==> config.mk <==
export PLATFORM = sky130hd
export DESIGN_NAME = lcd_command_script_spi_sender_flat
export DESIGN_NICKNAME = d
export VERILOG_FILES = /design/src/hw/rtl/lcdss_pkg.sv /design/src/hw/rtl/lcdss_ifs.sv /design/src/hw/rtl/lcdss_front.sv /design/src/hw/rtl/lcdss_queue.sv /design/src/hw/rtl/lcdss_back.sv /design/src/hw/rtl/lcd_command_script_spi_sender.sv /design/src/flat_wrapper.sv
export SDC_FILE = /design/constraint.sdc
export NUM_CORES = 1
export LEC_CHECK = 0
export BUFFER_PORTS_ARGS = -buffer_cell sky130_fd_sc_hd__buf_2
export CORE_ASPECT_RATIO = 1.2
export CORE_MARGIN = 2
export CORE_UTILIZATION = 50
export DETAILED_ROUTE_END_ITERATION = 10
export PLACE_DENSITY_LB_ADDON = 0.2
export SYNTH_ARGS = -nofsm -noshare
export SYNTH_HDL_FRONTEND = slang
export SYNTH_SLANG_ARGS = --single-unit
==> constraint.sdc <==
create_clock -name clk -period 3.5 [get_ports clk]
set_clock_uncertainty 0.15 [all_clocks]
set_input_delay 0.35 -clock clk [delete_from_list [all_inputs] [get_ports clk]]
set_output_delay 0.35 -clock clk [all_outputs]
set_load 0.005 [all_outputs]
==> src/hw/rtl/lcdss_pkg.sv <==
// Shared types and constants for the LCD command script sender.
package lcdss_pkg;

  localparam int unsigned QDEPTH = 2;
  localparam int unsigned QAW = $clog2(QDEPTH);

  localparam logic [7:0] WAIT_LONG_CODE = 8'd255;
  localparam logic [8:0] WAIT_LONG_MS = 9'd500;

  // Configuration register indexes
  localparam logic [0:0] REG_DC_COMMAND = 1'b0;
  localparam logic [0:0] REG_DC_DATA = 1'b1;

  // Result kinds
  localparam logic KIND_BIT = 1'b0;
  localparam logic KIND_DELAY = 1'b1;

  typedef enum logic [3:0] {
    PH_CMD   = 4'b0001,
    PH_COUNT = 4'b0010,
    PH_DATA  = 4'b0100,
    PH_WAIT  = 4'b1000
  } phase_t;

  // One unit of work for the serializer: a byte to shift out or a delay.
  typedef struct packed {
    logic       kind;
    logic [7:0] value;
    logic       dc;
    logic [8:0] wait_ms;
  } job_t;

  typedef struct packed {
    logic full;
    logic empty;
  } q_status_t;

endpackage

==> src/hw/rtl/lcdss_ifs.sv <==
// Channel interfaces: script input, result output, register write.
interface lcdss_in_if;
  logic       valid;
  logic       ready;
  logic       req_type;
  logic [7:0] script_byte;
  logic [7:0] command_total;
  modport source (output valid, req_type, script_byte, command_total, input ready);
  modport sink (input valid, req_type, script_byte, command_total, output ready);
endinterface

interface lcdss_out_if;
  logic       valid;
  logic       ready;
  logic       result_kind;
  logic       serial_bit;
  logic       dc_line;
  logic [8:0] wait_ms;
  logic       last_of_run;
  modport source (output valid, result_kind, serial_bit, dc_line, wait_ms, last_of_run,
                  input ready);
  modport sink (input valid, result_kind, serial_bit, dc_line, wait_ms, last_of_run,
                output ready);
endinterface

interface lcdss_cfg_if;
  logic       valid;
  logic       ready;
  logic [0:0] index;
  logic [0:0] data;
  modport source (output valid, index, data, input ready);
  modport sink (input valid, index, data, output ready);
endinterface

==> src/hw/rtl/lcdss_front.sv <==
// Front end: tracks the script phase, turns script bytes into serializer jobs.
module lcdss_front (
  input  logic                clk,
  input  logic                rst_n,
  lcdss_in_if.sink            in_ch,
  lcdss_cfg_if.sink           cfg_ch,
  input  lcdss_pkg::q_status_t q_stat,
  output logic                push,
  output lcdss_pkg::job_t     job
);
  import lcdss_pkg::*;

  phase_t     phase_r, phase_nxt;
  logic [7:0] cmds_left_r, cmds_left_nxt;
  logic [7:0] data_left_r, data_left_nxt;
  logic       dc_cmd_r, dc_data_r;

  phase_t     ph_cur;
  logic [7:0] cl_cur;
  logic [7:0] dl_cur;
  logic [7:0] dl_dec;
  logic       take;
  logic       gen;

  assign cfg_ch.ready = 1'b1;
  assign in_ch.ready = !q_stat.full;
  assign take = in_ch.valid && in_ch.ready;
  assign dl_dec = dl_cur - 8'd1;

  always_comb begin
    ph_cur = in_ch.req_type ? PH_CMD : phase_r;
    cl_cur = in_ch.req_type ? in_ch.command_total : cmds_left_r;
    dl_cur = in_ch.req_type ? 8'd0 : data_left_r;
    phase_nxt = ph_cur;
    cmds_left_nxt = cl_cur;
    data_left_nxt = dl_cur;
    gen = 1'b0;
    job.kind = KIND_BIT;
    job.value = in_ch.script_byte;
    job.dc = dc_cmd_r;
    job.wait_ms = '0;
    if (cl_cur != 8'd0) begin
      case (ph_cur)
        PH_CMD: begin
          phase_nxt = PH_COUNT;
          gen = 1'b1;
        end
        PH_COUNT: begin
          data_left_nxt = in_ch.script_byte;
          phase_nxt = (in_ch.script_byte != 8'd0) ? PH_DATA : PH_WAIT;
        end
        PH_DATA: begin
          data_left_nxt = dl_dec;
          if (dl_dec == 8'd0) begin
            phase_nxt = PH_WAIT;
          end
          job.dc = dc_data_r;
          gen = 1'b1;
        end
        default: begin
          cmds_left_nxt = cl_cur - 8'd1;
          phase_nxt = PH_CMD;
          job.kind = KIND_DELAY;
          job.dc = 1'b0;
          job.wait_ms = (in_ch.script_byte == WAIT_LONG_CODE) ? WAIT_LONG_MS
                                                             : {1'b0, in_ch.script_byte};
          gen = (in_ch.script_byte != 8'd0);
        end
      endcase
    end
  end

  assign push = take && gen;

  always_ff @(posedge clk) begin
    if (!rst_n) begin
      phase_r <= PH_CMD;
      cmds_left_r <= '0;
      data_left_r <= '0;
      dc_cmd_r <= 1'b0;
      dc_data_r <= 1'b1;
    end else begin
      if (take) begin
        phase_r <= phase_nxt;
        cmds_left_r <= cmds_left_nxt;
        data_left_r <= data_left_nxt;
      end
      if (cfg_ch.valid && cfg_ch.ready) begin
        case (cfg_ch.index)
          REG_DC_COMMAND: dc_cmd_r <= cfg_ch.data[0];
          REG_DC_DATA:    dc_data_r <= cfg_ch.data[0];
          default: ;
        endcase
      end
    end
  end

endmodule

==> src/hw/rtl/lcdss_queue.sv <==
// Short job queue between the front end and the serializer.
module lcdss_queue (
  input  logic                 clk,
  input  logic                 rst_n,
  input  logic                 push,
  input  lcdss_pkg::job_t      push_job,
  input  logic                 pop,
  output lcdss_pkg::job_t      head,
  output lcdss_pkg::q_status_t stat
);
  import lcdss_pkg::*;

  job_t           mem_r [QDEPTH];
  logic [QAW-1:0] wr_ptr_r, rd_ptr_r;
  logic [QAW:0]   count_r;

  assign stat.full = (count_r == (QAW+1)'(QDEPTH));
  assign stat.empty = (count_r == '0);
  assign head = mem_r[rd_ptr_r];

  always_ff @(posedge clk) begin
    if (push) begin
      mem_r[wr_ptr_r] <= push_job;
    end
  end

  always_ff @(posedge clk) begin
    if (!rst_n) begin
      wr_ptr_r <= '0;
      rd_ptr_r <= '0;
      count_r <= '0;
    end else begin
      if (push) begin
        wr_ptr_r <= (wr_ptr_r == QAW'(QDEPTH - 1)) ? '0 : wr_ptr_r + 1'b1;
      end
      if (pop) begin
        rd_ptr_r <= (rd_ptr_r == QAW'(QDEPTH - 1)) ? '0 : rd_ptr_r + 1'b1;
      end
      case ({push, pop})
        2'b10:   count_r <= count_r + 1'b1;
        2'b01:   count_r <= count_r - 1'b1;
        default: count_r <= count_r;
      endcase
    end
  end

endmodule

==> src/hw/rtl/lcdss_back.sv <==
// Back end: shifts bytes out MSB first and issues delay requests.
module lcdss_back (
  input  logic                 clk,
  input  logic                 rst_n,
  input  lcdss_pkg::job_t      head,
  input  lcdss_pkg::q_status_t q_stat,
  output logic                 pop,
  lcdss_out_if.source          out_ch
);
  import lcdss_pkg::*;

  logic       busy_r;
  logic [6:0] shift_r;
  logic [2:0] cnt_r;
  logic       dc_r;

  logic       valid_r;
  logic       kind_r, bit_r, dcl_r, last_r;
  logic [8:0] delay_r;
  logic       adv;

  assign adv = !valid_r || out_ch.ready;
  assign pop = adv && !busy_r && !q_stat.empty;

  assign out_ch.valid = valid_r;
  assign out_ch.result_kind = kind_r;
  assign out_ch.serial_bit = bit_r;
  assign out_ch.dc_line = dcl_r;
  assign out_ch.wait_ms = delay_r;
  assign out_ch.last_of_run = last_r;

  always_ff @(posedge clk) begin
    if (!rst_n) begin
      busy_r <= 1'b0;
      valid_r <= 1'b0;
      cnt_r <= '0;
    end else if (adv) begin
      if (busy_r) begin
        valid_r <= 1'b1;
        cnt_r <= cnt_r + 3'd1;
        if (cnt_r == 3'd7) begin
          busy_r <= 1'b0;
        end
      end else if (!q_stat.empty) begin
        valid_r <= 1'b1;
        if (head.kind == KIND_BIT) begin
          busy_r <= 1'b1;
          cnt_r <= 3'd1;
        end
      end else begin
        valid_r <= 1'b0;
      end
    end
  end

  // Payload path, no reset needed
  always_ff @(posedge clk) begin
    if (adv) begin
      if (busy_r) begin
        kind_r <= KIND_BIT;
        bit_r <= shift_r[6];
        dcl_r <= dc_r;
        delay_r <= '0;
        last_r <= (cnt_r == 3'd7);
        shift_r <= {shift_r[5:0], 1'b0};
      end else if (!q_stat.empty) begin
        kind_r <= head.kind;
        last_r <= (head.kind == KIND_DELAY);
        delay_r <= head.wait_ms;
        dcl_r <= head.dc;
        bit_r <= (head.kind == KIND_BIT) ? head.value[7] : 1'b0;
        shift_r <= head.value[6:0];
        dc_r <= head.dc;
      end
    end
  end

endmodule

==> src/hw/rtl/lcd_command_script_spi_sender.sv <==
// Top level of the LCD command script sender.
// Script bytes are accepted one per request and classified at once by the front end;
// a command or data byte becomes eight serial-bit results (MSB first, one per cycle while
// the output is not stalled, last_of_run on the eighth), a nonzero wait byte one delay
// result (code 255 = 500 ms), and count bytes, zero waits and bytes past the script's
// command count give nothing. The serializer drains a two-entry job queue, so while a
// byte is still being shifted out the input side takes a new request every cycle until
// the queue fills; results are registered from the job at the queue head.
// Register writes (index 0: D/C level for commands, 1: D/C level for data) are taken
// every cycle and must only be made while the block is idle.
module lcd_command_script_spi_sender (
  input logic          clk,
  input logic          rst_n,
  lcdss_in_if.sink     in_ch,
  lcdss_out_if.source  out_ch,
  lcdss_cfg_if.sink    cfg_ch
);
  import lcdss_pkg::*;

  logic      push;
  logic      pop;
  job_t      push_job;
  job_t      head;
  q_status_t q_stat;

  lcdss_front u_front (
    .clk    (clk),
    .rst_n  (rst_n),
    .in_ch  (in_ch),
    .cfg_ch (cfg_ch),
    .q_stat (q_stat),
    .push   (push),
    .job    (push_job)
  );

  lcdss_queue u_queue (
    .clk      (clk),
    .rst_n    (rst_n),
    .push     (push),
    .push_job (push_job),
    .pop      (pop),
    .head     (head),
    .stat     (q_stat)
  );

  lcdss_back u_back (
    .clk    (clk),
    .rst_n  (rst_n),
    .head   (head),
    .q_stat (q_stat),
    .pop    (pop),
    .out_ch (out_ch)
  );

endmodule

==> src/flat_wrapper.sv <==
// flat-port wrapper written by rule: the top's interface ports become plain ports
module lcd_command_script_spi_sender_flat import lcdss_pkg::*;
  (clk, rst_n, in_ch_valid, in_ch_req_type, in_ch_script_byte, in_ch_command_total, in_ch_ready, out_ch_valid, out_ch_result_kind, out_ch_serial_bit, out_ch_dc_line, out_ch_wait_ms, out_ch_last_of_run, out_ch_ready, cfg_ch_valid, cfg_ch_index, cfg_ch_data, cfg_ch_ready);
  lcdss_in_if in_ch_i ();
  lcdss_out_if out_ch_i ();
  lcdss_cfg_if cfg_ch_i ();
  input logic clk;
  input logic rst_n;
  input wire logic [$bits(in_ch_i.valid)-1:0] in_ch_valid;
  input wire logic [$bits(in_ch_i.req_type)-1:0] in_ch_req_type;
  input wire logic [$bits(in_ch_i.script_byte)-1:0] in_ch_script_byte;
  input wire logic [$bits(in_ch_i.command_total)-1:0] in_ch_command_total;
  output wire logic [$bits(in_ch_i.ready)-1:0] in_ch_ready;
  output wire logic [$bits(out_ch_i.valid)-1:0] out_ch_valid;
  output wire logic [$bits(out_ch_i.result_kind)-1:0] out_ch_result_kind;
  output wire logic [$bits(out_ch_i.serial_bit)-1:0] out_ch_serial_bit;
  output wire logic [$bits(out_ch_i.dc_line)-1:0] out_ch_dc_line;
  output wire logic [$bits(out_ch_i.wait_ms)-1:0] out_ch_wait_ms;
  output wire logic [$bits(out_ch_i.last_of_run)-1:0] out_ch_last_of_run;
  input wire logic [$bits(out_ch_i.ready)-1:0] out_ch_ready;
  input wire logic [$bits(cfg_ch_i.valid)-1:0] cfg_ch_valid;
  input wire logic [$bits(cfg_ch_i.index)-1:0] cfg_ch_index;
  input wire logic [$bits(cfg_ch_i.data)-1:0] cfg_ch_data;
  output wire logic [$bits(cfg_ch_i.ready)-1:0] cfg_ch_ready;
  assign in_ch_i.valid = in_ch_valid;
  assign in_ch_i.req_type = in_ch_req_type;
  assign in_ch_i.script_byte = in_ch_script_byte;
  assign in_ch_i.command_total = in_ch_command_total;
  assign in_ch_ready = in_ch_i.ready;
  assign out_ch_valid = out_ch_i.valid;
  assign out_ch_result_kind = out_ch_i.result_kind;
  assign out_ch_serial_bit = out_ch_i.serial_bit;
  assign out_ch_dc_line = out_ch_i.dc_line;
  assign out_ch_wait_ms = out_ch_i.wait_ms;
  assign out_ch_last_of_run = out_ch_i.last_of_run;
  assign out_ch_i.ready = out_ch_ready;
  assign cfg_ch_i.valid = cfg_ch_valid;
  assign cfg_ch_i.index = cfg_ch_index;
  assign cfg_ch_i.data = cfg_ch_data;
  assign cfg_ch_ready = cfg_ch_i.ready;
  lcd_command_script_spi_sender u_core (.clk(clk), .rst_n(rst_n), .in_ch(in_ch_i), .out_ch(out_ch_i), .cfg_ch(cfg_ch_i));
endmodule
* Word-level counts from Yosys, hierarchy flattened
Memories as Yosys holds them, arrays and structs flattened. A register that Yosys moved wholly into a read port is not among the register bits. Cells that the tools add are included.
Word-level totals: bits in writable memories 38, memories kept 1, word-level logic and storage cells 107, flip-flop bits (word level) 52, input bits 24, output and inout port bits 16
Operators by class: equality and inequality tests 10, add/subtract/negate cells 7, mux-type cells 45, reductions and logical operators 22, bitwise logic cells 3
Memory list:
- u_core.u_queue.mem_r | depth 2, width 19, rd ports 1, clocked after memory_dff 1, write ports 1, line lcdss_queue.sv:13 | job_t mem_r [QDEPTH];
Operators by type and width (count):
- $mux W8 | 5
- $mux W9 | 3
- $mux W1 | 22
- $mux W4 | 4
- $pmux W8 S2 | 1
- $reduce_bool A8 Y1 | 2
- $sub A8 B1 Y8 const B | 2
- $mux W7 | 2
- $pmux W4 S3 | 1
- $mux W10 | 1
- $mux W3 | 3
- $eq A8 B8 Y1 const B | 1
- $logic_not A8 Y1 | 1
- $reduce_and A2 Y1 | 3
- $reduce_and A3 Y1 | 2
- $eq A2 B2 Y1 const B | 2
- $eq A4 B1 Y1 const B | 1
- $eq A4 B2 Y1 const B | 1
- $eq A4 B3 Y1 const B | 1
- $logic_and A1 B1 Y1 | 4
- $logic_not A1 Y1 | 4
- $ne A2 B1 Y1 const B | 2
- $pmux W1 S2 | 2
- $pmux W2 S2 | 1
- 12 further kinds | 16

* Depth between registers and ports, before layout
Gate-level depths: netlist of the first run.
word-level depth 8, gate-level depth with buffers 12, gate-level depth less buffers 9

* Modules after synthesis
From an unflattened synthesis of the first run, not the netlist that was laid out.
Unflattened totals: cell total of the unflattened synthesis 389, area total of the unflattened synthesis 4468.0 sq um
By module, submodules not included:
- lcdss_front | sequential area each 440.4 sq um, cells an instance 234, area an instance 1765.4 sq um, times used 1
- lcdss_queue | sequential area each 1241.2 sq um, cells an instance 81, area an instance 1584.0 sq um, times used 1
- lcdss_back | sequential area each 730.7 sq um, cells an instance 74, area an instance 1118.6 sq um, times used 1

* Worst setup path before layout of the first run
Ideal clock, no wire load.
kind in2reg, start input port in_ch_req_type, end memory u_core.u_queue.mem_r[1][0] in the netlist's numbering, enable pin, buffers on the path 3, stages on the path 9, slack 0.368 ns, required time 2.955 ns, setup time 0.395 ns, arrival 2.587 ns, cell sequence buf_6 > buf_2 > buf_2 > mux2i_1 > ha_1 > o211ai_2 > o21ai_4 > or2_2 > nor2_1
Between the ends: longest elaborated chain between the ends 8, elaborated cells between the ends (all ways) 12, those cells by class eq/ne: 3; mux: 6; reduce/logical: 3
Ends and longest elaborated chain:
- start, declared | line flat_wrapper.sv:10 | input wire logic [$bits(in_ch_i.req_type)-1:0] in_ch_req_type;
- $mux W4 | line lcdss_front.sv:31 | ph_cur = in_ch.req_type ? PH_CMD : phase_r;
- $eq A4 B3 Y1 / $eq A4 B1 Y1 (equally long branches) | line lcdss_front.sv:43 | case (ph_cur)
- $reduce_or A2 Y1 (no source line)
- $pmux W1 S2 | line lcdss_front.sv:43
- $mux W1 * | line lcdss_front.sv:42 | if (cl_cur != 8'd0) begin
- $logic_and A1 B1 Y1 * | line lcdss_front.sv:73 | assign push = take && gen;
- $mux W1 * | line lcdss_queue.sv:22 | if (push) begin
- $mux W1 (not written as such) * | line lcdss_queue.sv:23 | mem_r[wr_ptr_r] <= push_job;
- end, declared | line lcdss_queue.sv:13
Mark *: on every way between the ends. The rest lies on a longest branch, timed or not.

* Worst setup path in the final report of the first run
start input port in_ch_req_type, end register u_core.u_queue.count_r[1]
Between the ends: longest elaborated chain between the ends 8, elaborated cells between the ends (all ways) 14, those cells by class eq/ne: 5; mux: 5; reduce/logical: 4
Ends and longest elaborated chain:
- $mux W4 | line lcdss_front.sv:31
- $eq A4 B3 Y1 / $eq A4 B1 Y1 (equally long branches) | line lcdss_front.sv:43
- $reduce_or A2 Y1 (no source line)
- $pmux W1 S2 | line lcdss_front.sv:43
- $mux W1 * | line lcdss_front.sv:42
- $logic_and A1 B1 Y1 * | line lcdss_front.sv:73
- $eq A2 B1 Y1 / $eq A2 B2 Y1 (equally long branches) | line lcdss_queue.sv:39 | case ({push, pop})
- $pmux W2 S2 / $reduce_bool A2 Y1 (equally long branches)
- end signal, assigned | line lcdss_queue.sv:40 | 2'b10: count_r <= count_r + 1'b1;
- end signal, assigned | line lcdss_queue.sv:41 | 2'b01: count_r <= count_r - 1'b1;
- end signal, assigned | line lcdss_queue.sv:42 | default: count_r <= count_r;
- end, declared | line lcdss_queue.sv:15 | logic [QAW:0] count_r;
Marked as above. A chain may end at the register's enable or synchronous reset.

==> results_dict.tcl, run 1 <==
set metrics [dict create \
    rsz0062_at_grt "false" \
    r2r_slack_ns 0.93 \
    yosysWarnings 0 \
    rows 37 \
    postSynthCellCount 383 \
    max-vdd-ir-drop_mv 0.249 \
    synth_top_area_cell "edfxtp_1" \
    die_h_um 107 \
    drtPass1Iterations 5 \
    yosysTopAreaCellShare_pct 40.2 \
    start_util_pct 51.5 \
    track_usage_pct 19.1 \
    hold_viol 0 \
    highest_layer "met4" \
    drv_slew 0 \
    final_nets 447 \
    seq_area_um2 2410 \
    status "finished clean" \
    timing.rr.end "u_core.u_queue.count_r[1]" \
    post_cts_resized 0 \
    m1WireLength_um 3730 \
    ioPinCount 40 \
    required_ns 3.62 \
    avgSynthCellArea_um2 11.5 \
    drc 0 \
    worstSetupEndpointType "flop" \
    preCtsSetupSlack_ns 0.554 \
    synth_common_cells "edfxtp_1 (59), nor2_1 (36), dfxtp_1 (32)" \
    final_layout_size_suffix_gt1_share_pct 20.2 \
    syn_area_um2 4410 \
    start_kind "input port" \
    ant_nets 0 \
    clockBufferDepth 2 \
    yosysMostFrequentCell "edfxtp_1" \
    core_um2 8560 \
    routabilityCongestion 0.878 \
    path_clk_slew_ns 0.09 \
    fin_crit_sh_pct 74.4 \
    syn_to_final_growth_pct 10.3 \
    crit_fanout 21 \
    met2_length_um 4410 \
    grt_pass1_vias 2980 \
    drt-initial-drc-count 142 \
    cts_tree "built" \
    via_per_inst 5.70 \
    insertion_delay_ns 0.35 \
    ys_top_cells_by_area "edfxtp_1 (40%), dfxtp_1 (15%), mux2i_1 (5.0%)" \
    multi_input_area_um2 1850 \
    cts_buffers 9 \
    postCtsSetupRepairBufs 0 \
    critPathKind "in2reg" \
    p_sw_mw 0.981 \
    wire_per_inst_um 15.9 \
    fin_crit_ns 2.60 \
    seq_area_frac_synth_pct 54.7 \
    syn-num-nets 414 \
    hp-class "in2reg" \
    antenna_found_initial 0 \
    worstPathArrival_ns 2.72 \
    power_frac_seq_pct 51.0 \
    grt_pass1_wl_um 14600 \
    whs_ns 0.0998 \
    die-area_um2 9590 \
    clkSinkCount 91 \
    routed-via-count 3069 \
    async_flop_share_pct 0 \
    fmax_ghz 0.384 \
    p_per_area_nw_per_um2 650 \
    synth_ff_type "edfxtp_1" \
    synthDistinctLibCells 70 \
    cts_max_level 3 \
    final_area_um2 4860 \
    grt_max_degree 34 \
    cp-endpoint "u_core.u_queue.count_r[1]" \
    tightest_slew_ns 1.06 \
    p_leak_nw 1.78 \
    crit_start "in_ch_req_type" \
    timing.rr.start "u_core.u_front.phase_r[0]" \
    switching_share_pct 31.0 \
    synth-seq-cells 91 \
    placed_cell_area_um2 4670 \
    reg2reg_depth 7 \
    diodes 0 \
    hold_start "cfg_ch_data" \
    dp_hpwl_um 6010 \
    io_buffers 38 \
    relSlewSlack_pct 29.4 \
    cap_violations 0 \
    fin_ws_ns 0.896 \
    die_width_um 89.7 \
    fin_setup_tns_ns 0 \
    utilization_pct 56.8 \
    cts_hold_buf 0 \
    clockPowerShare_pct 21.7 \
    setup_viol 0 \
    internal_power_mw 2.18 \
    grt-ovfl-total 0 \
    final.fill_count 722 \
    wl_met3_um 364 \
    drt-total-wl_um 8560 \
    synth-edff-count 59 \
    root_buffer "clkbuf_8" \
    power.share.combinational_pct 27.3 \
]
-- critical path, stage by stage --
cell	delay, ns
buf_2	0.30
buf_4	0.34
nor4b_4	0.34
o211ai_2	0.18
o21ai_4	0.24
or2_2	0.16
ha_1	0.25
or3_1	0.39
a21oi_1	0.15
-- worst min-delay path by stage --
stage          slack [ns]                            end  cells past startpoint
2_1_floorplan        0.29       u_core.u_front.dc_data_r                      2
3_3_place_gp         0.33  u_core.u_front.cmds_left_r[1]                      2
3_5_place_dp         0.33        u_core.u_queue.wr_ptr_r                      2
4_1_cts              0.07       u_core.u_front.dc_data_r                      3
5_1_grt              0.09    u_core.u_queue.mem_r[1][10]                      1
6_report              0.1       u_core.u_front.dc_data_r                      3
-- sequential cells by signal, summed over array words and instances (netlist names), 2 cells and up, named ones only --
name                          flops
u_core.u_front.cmds_left_r        8
u_core.u_back.cnt_r               3
u_core.u_queue.count_r            2
u_core.u_front.data_left_r        8
u_core.u_front.phase_r            4
u_core.u_queue.mem_r             38
u_core.u_back.shift_r             7
u_core.u_back.out_ch.wait_ms      9
-- cells by family after synthesis --
kind of cell / share of synthesized area (%)
muxes: 6.61
other: 0.0850
DFF: 54.7
adders and majority gates: 1.99
buffers and inverters: 3.40
AOI/OAI and AO/OA: 15.8
and+or+nand+nor: 16.0
xor gates and xnor gates: 1.39
-- cell type report --
type,count,share of cell area (%)
Multi-Input combinational cell,262,38.0
Inverter,9,0.695
Clock inverter,7,1.41
Sequential cell,91,49.6
Clock buffer,9,2.55
Timing Repair Buffer,43,4.68
Tap cell,117,3.01
-- through the flow --
step	power, mW	instances
2_1_floorplan	2.24	383
3_3_place_gp	2.48	522
3_5_place_dp	2.51	522
4_1_cts	3.20	538
5_1_grt	3.38	538
6_report	3.16	538
-- power by group through the flow --
stage	clock network, mW	registers, mW	logic, mW
global route	0.759	1.65	0.970
CTS	0.713	1.62	0.877
detailed placement	0	1.64	0.873
global placement	0	1.63	0.852
floorplan	0	1.62	0.623
finish	0.686	1.61	0.864
-- per-layer routing --
metal,global-route usage [%],vias up
met3,4.15,7
met2,33.3,86
met5,0,-
met4,6.48,0
met1,23.9,1464
li1,-,1512
-- placed cells by master (no fill, tap or decap), drive strengths merged, types with 4 or more instances in the layout --
| cell type | instances |
|---|---|
| edfxtp | 59 |
| nor3 | 11 |
| inv | 8 |
| nor2 | 37 |
| o2bb2ai | 4 |
| nor4 | 5 |
| ha | 7 |
| mux2i | 22 |
| and3b | 5 |
| nand2 | 25 |
| buf | 43 |
| clkinv | 6 |
| nand3b | 4 |
| a22o | 6 |
| o211ai | 4 |
| dfxtp | 32 |
| nand2b | 5 |
| and2 | 7 |
| a22oi | 7 |
| nor2b | 4 |
| nand3 | 10 |
| a21oi | 7 |
| o21ai | 27 |
| xor2 | 4 |
| clkbuf | 9 |
| mux2 | 6 |
(Power assumes the default switching activity.)
==> run 2: changes to the inputs <==
==> constraint.sdc (replaced) <==
create_clock -name clk -period 2.55 [get_ports clk]
set_clock_uncertainty 0.15 [all_clocks]
set_input_delay 0.255 -clock clk [delete_from_list [all_inputs] [get_ports clk]]
set_output_delay 0.255 -clock clk [all_outputs]
set_load 0.005 [all_outputs]
==> results_dict.tcl, run 2 (synthesis gave the netlist of run 1 again) <==
set metrics [dict create \
    fin_crit_ns 2.41 \
    final_nets 469 \
    start_kind "input port" \
    clockBufferDepth 2 \
    die-area_um2 9590 \
    routabilityCongestion 0.888 \
    reg2reg_depth 7 \
    cp-endpoint "u_core.u_queue.count_r[1]" \
    core_um2 8560 \
    drv_slew 0 \
    setup_viol 0 \
    final.fill_count 750 \
    cap_violations 0 \
    rows 37 \
    worstSetupEndpointType "flop" \
    hold_viol 0 \
    grt_pass1_wl_um 14500 \
    grt_max_degree 34 \
    wire_per_inst_um 15.9 \
    cts_buffers 9 \
    instances_no_fill 560 \
    p_leak_nw 1.87 \
    hp-class "in2reg" \
    antenna_found_initial 0 \
    die_width_um 89.7 \
    status "finished clean" \
    clkSinkCount 91 \
    grt_pass1_vias 2987 \
    cpMaxStageDelayCell "dlygate4sd3_1" \
    critPathKind "in2reg" \
    syn_to_final_growth_pct 14.3 \
    drc 0 \
    root_buffer "clkbuf_8" \
    path_clk_slew_ns 0.08 \
    r2r_slack_ns 0.22 \
    required_ns 2.69 \
    timing.rr.end "u_core.u_queue.count_r[1]" \
    drt-total-wl_um 8900 \
    start_util_pct 51.5 \
    fmax_ghz 0.415 \
    path_delay_family "simple AND/OR/NAND/NOR gates" \
    path_buf_inv 2 \
    fin_setup_tns_ns 0 \
    largest_register_ffs 38 \
    die_h_um 107 \
    crit_start "in_ch_script_byte[0]" \
    whs_ns 0.0174 \
    cts_max_level 3 \
    worstPathArrival_ns 2.55 \
    diodes 0 \
    post-place-cells 542 \
    via_per_inst 5.59 \
    fin_crit_sh_pct 94.5 \
    cp_cell_sequence "dlygate4sd3_1, buf_2, nor4_1, nand2_1, a211oi_2, or2_2, ha_1, or3_1, a21oi_1" \
    relSlewSlack_pct 59.6 \
    insertion_delay_ns 0.36 \
    ant_nets 0 \
    max-vdd-ir-drop_mv 0.295 \
    hold_start "cfg_ch_index" \
    ioPinCount 40 \
    final_cell_mix "edfxtp_1 (59), buf_2 (38), nor2_1 (34)" \
    drtPass1Iterations 5 \
    drt-initial-drc-count 189 \
    grt-ovfl-total 0 \
    track_usage_pct 19.3 \
    tightest_slew_ns 0.604 \
    rsz0062_at_grt "false" \
    crit_cells 9 \
    p_per_area_nw_per_um2 862 \
    final_layout_size_suffix_gt1_share_pct 24.2 \
    timing.rr.start "u_core.u_front.phase_r[0]" \
    final_common_cell "edfxtp_1" \
    io_buffers 38 \
    dp_hpwl_um 6270 \
    largest_register "u_core.u_queue.mem_r" \
    max_stage_delay_ns 0.53 \
    crit_fanout 6 \
    cts_tree "built" \
    routed-via-count 3129 \
]
## run 2: repair_timing
action	4_1_cts	5_1_grt
buffers inserted	0	0
resized for setup	0	2
hold endpoints to repair	4	0
hold buffers	2	0
setup endpoints to repair	0	21
## run 2: worst min-delay path by stage
stage                                          to  slack, ns  depth (start not counted)
floorplan             u_core.u_queue.mem_r[0][10]       0.20                          0
global placement    u_core.u_front.data_left_r[7]       0.32                          1
detailed placement  u_core.u_front.data_left_r[7]       0.32                          1
CTS                   u_core.u_queue.mem_r[0][12]       0.01                          1
global route          u_core.u_queue.mem_r[1][11]       0.02                          1
finish                   u_core.u_front.dc_data_r       0.02                          3
## run 2: stage by stage
step / total power [mW] / util [%] / setup slack, ns / area (µm²)
after floorplan: 3.08 / - / -0.0959 / 4430
after global placement: 3.47 / 56.6 / 0.114 / 4850
after detailed placement: 3.52 / 56.6 / 0.0569 / 4850
after CTS: 4.38 / 58.8 / 0.0350 / 5030
after global routing: 4.61 / 58.9 / 0.00186 / 5040
final: 4.35 / 58.9 / 0.141 / 5040
## run 2: worst register-to-register path: cells and delay by family (launching register included)
family,cells,cell delay (ns)
DFF,1,0.38
and+or+nand+nor,4,1.21
AOI/OAI and AO/OA,2,0.20
adders and majority gates,1,0.33
## run 2: report_power, final
part / internal (mW) / total (mW) / switching, mW / leakage [nW]
Clock: 0.384 / 0.871 / 0.488 / 0.0847
Sequential: 2.06 / 2.20 / 0.138 / 0.826
Combinational: 0.540 / 1.28 / 0.739 / 0.962
## run 2: layout make-up
cell class | count | area (µm²) | share of cell area (%)
clock buffer | 14 | 153 | 3.03
clock inverter | 2 | 13.8 | 0.273
inverter | 9 | 37.5 | 0.744
multi-input combinational | 262 | 1870 | 37.1
sequential | 91 | 2410 | 47.8
tap | 117 | 146 | 2.90
timing repair buffer | 65 | 410 | 8.14
## run 2: per-layer routing
metal  part of all wire, %  track usage [%]
met1                    44             24.0
met2                    50             33.1
met3                   3.8             3.37
met4                   1.8             8.90
met5                     0                0
==> run 3: changes to the inputs <==
--- a/config.mk
+++ b/config.mk
@@ -9,6 +9,7 @@
 export CORE_ASPECT_RATIO = 1.2
 export CORE_MARGIN = 2
 export CORE_UTILIZATION = 50
+export CTS_BUF_LIST = sky130_fd_sc_hd__clkbuf_16
 export DETAILED_ROUTE_END_ITERATION = 10
 export PLACE_DENSITY_LB_ADDON = 0.2
 export SYNTH_ARGS = -nofsm -noshare
==> results_dict.tcl, run 3 (synthesis gave the netlist of run 1 again) <==
set metrics [dict create \
    status "finished clean" \
    required_ns 2.66 \
    io_buffers 38 \
    final_area_um2 5110 \
    relSlewSlack_pct 59.9 \
    grt_max_degree 34 \
    cap_violations 0 \
    die_h_um 107 \
    rows 37 \
    final_common_cell "edfxtp_1" \
    critPathKind "reg2reg" \
    grt_pass1_vias 2987 \
    cts_tree "built" \
    post_cts_resized 0 \
    tightest_slew_ns 0.600 \
    root_buffer "clkbuf_16" \
    start_kind "flop" \
    fmax_ghz 0.414 \
    largest_register "u_core.u_queue.mem_r" \
    timing.rr.end "u_core.u_queue.count_r[1]" \
    p_leak_nw 1.92 \
    via_per_inst 5.65 \
    final_nets 467 \
    cts_hold_buf 0 \
    drv_slew 0 \
    hp-class "in2reg" \
    placed_cell_area_um2 4850 \
    die_width_um 89.7 \
    cts_buffers 9 \
    cts_max_level 3 \
    syn_to_final_growth_pct 15.8 \
    final_layout_size_suffix_gt1_share_pct 23.8 \
    hold_viol 0 \
    r2r_slack_ns 0.14 \
    diodes 0 \
    drc 0 \
    totalPowerFinal_mw 4.64 \
    start_util_pct 51.5 \
    clockBufferDepth 2 \
    crit_fanout 9 \
    grt-ovfl-total 0 \
    antenna_found_initial 0 \
    ant_nets 0 \
    rsz0062_at_grt "false" \
    path_clk_slew_ns 0.06 \
    whs_ns 0.0265 \
    worstHoldEndpoint "u_core.u_front.dc_cmd_r" \
    setup_viol 0 \
    p_per_area_nw_per_um2 908 \
    drtPass1Iterations 5 \
    postCtsSetupRepairBufs 0 \
    ioPinCount 40 \
    timing.rr.start "u_core.u_front.phase_r[2]" \
    hold_start "cfg_ch_data" \
    clkSinkCount 91 \
    worstSetupEndpointType "flop" \
    fin_crit_sh_pct 94.7 \
    reg2reg_depth 7 \
    core_um2 8560 \
    wire_per_inst_um 16.0 \
    final_cell_mix "edfxtp_1 (59), buf_2 (38), nor2_1 (34)" \
    drt-initial-drc-count 127 \
    utilization_pct 59.6 \
    routabilityCongestion 0.888 \
    fin_crit_ns 2.41 \
    track_usage_pct 19.2 \
    drt-total-wl_um 8930 \
    max-vdd-ir-drop_mv 0.482 \
    largest_register_ffs 38 \
    routed-via-count 3151 \
    die-area_um2 9590 \
    insertion_delay_ns 0.33 \
    worstPathArrival_ns 2.53 \
    final.fill_count 732 \
    min_path_cells 3 \
    dp_hpwl_um 6270 \
    grt_pass1_wl_um 14500 \
]
run 3: per-stage QoR:
stage	TNS [ns]	worst slack, ns	std cells
2_1_floorplan	-1.91	-0.0959	383
3_3_place_gp	0	0.114	542
3_5_place_dp	0	0.0569	542
4_1_cts	0	0.150	558
5_1_grt	0	0.00433	558
6_report	0	0.135	558
run 3: worst max path at each step:
stage,startpoint,end,cells after the start
floorplan,in_ch_req_type,u_core.u_queue.mem_r[1][0],9
global placement,in_ch_req_type,u_core.u_queue.mem_r[0][0],8
detailed placement,in_ch_req_type,u_core.u_queue.count_r[1],9
CTS,u_core.u_back.out_ch.valid,u_core.u_back.cnt_r[0],5
global route,u_core.u_front.phase_r[2],u_core.u_queue.count_r[1],7
finish,u_core.u_front.phase_r[2],u_core.u_queue.count_r[1],7
run 3: area by class of cell:
cell class	count	area, µm²	area share (%)
sequential	91	2410	47.2
multi-input combinational	262	1860	36.5
timing repair buffer	63	390	7.64
clock buffer	9	225	4.41
tap	117	146	2.87
inverter	9	37.5	0.735
clock inverter	7	32.5	0.637
run 3: layer usage:
layer	GRT usage, %	up-vias	share of wire [%]
met1	23.6	1519	45
met4	9.45	0	1.8
li1	-	1552	-
met2	33.3	68	50
met5	0	-	0
met3	2.95	12	3.5
run 3: where the power goes:
part / internal [mW] / total [mW] / switching (mW)
Combinational: 0.538 / 1.28 / 0.742
Clock: 0.643 / 1.16 / 0.517
Sequential: 2.06 / 2.20 / 0.138
Total: 3.24 / 4.64 / 1.40
run 3: worst max-delay path, cell delays in order (launching register included):
cell	delay (ns)
dfxtp_1	0.49
nor2_1	0.11
a31o_2	0.26
a211oi_1	0.34
or2_2	0.21
ha_1	0.26
or3_1	0.38
a21oi_1	0.14
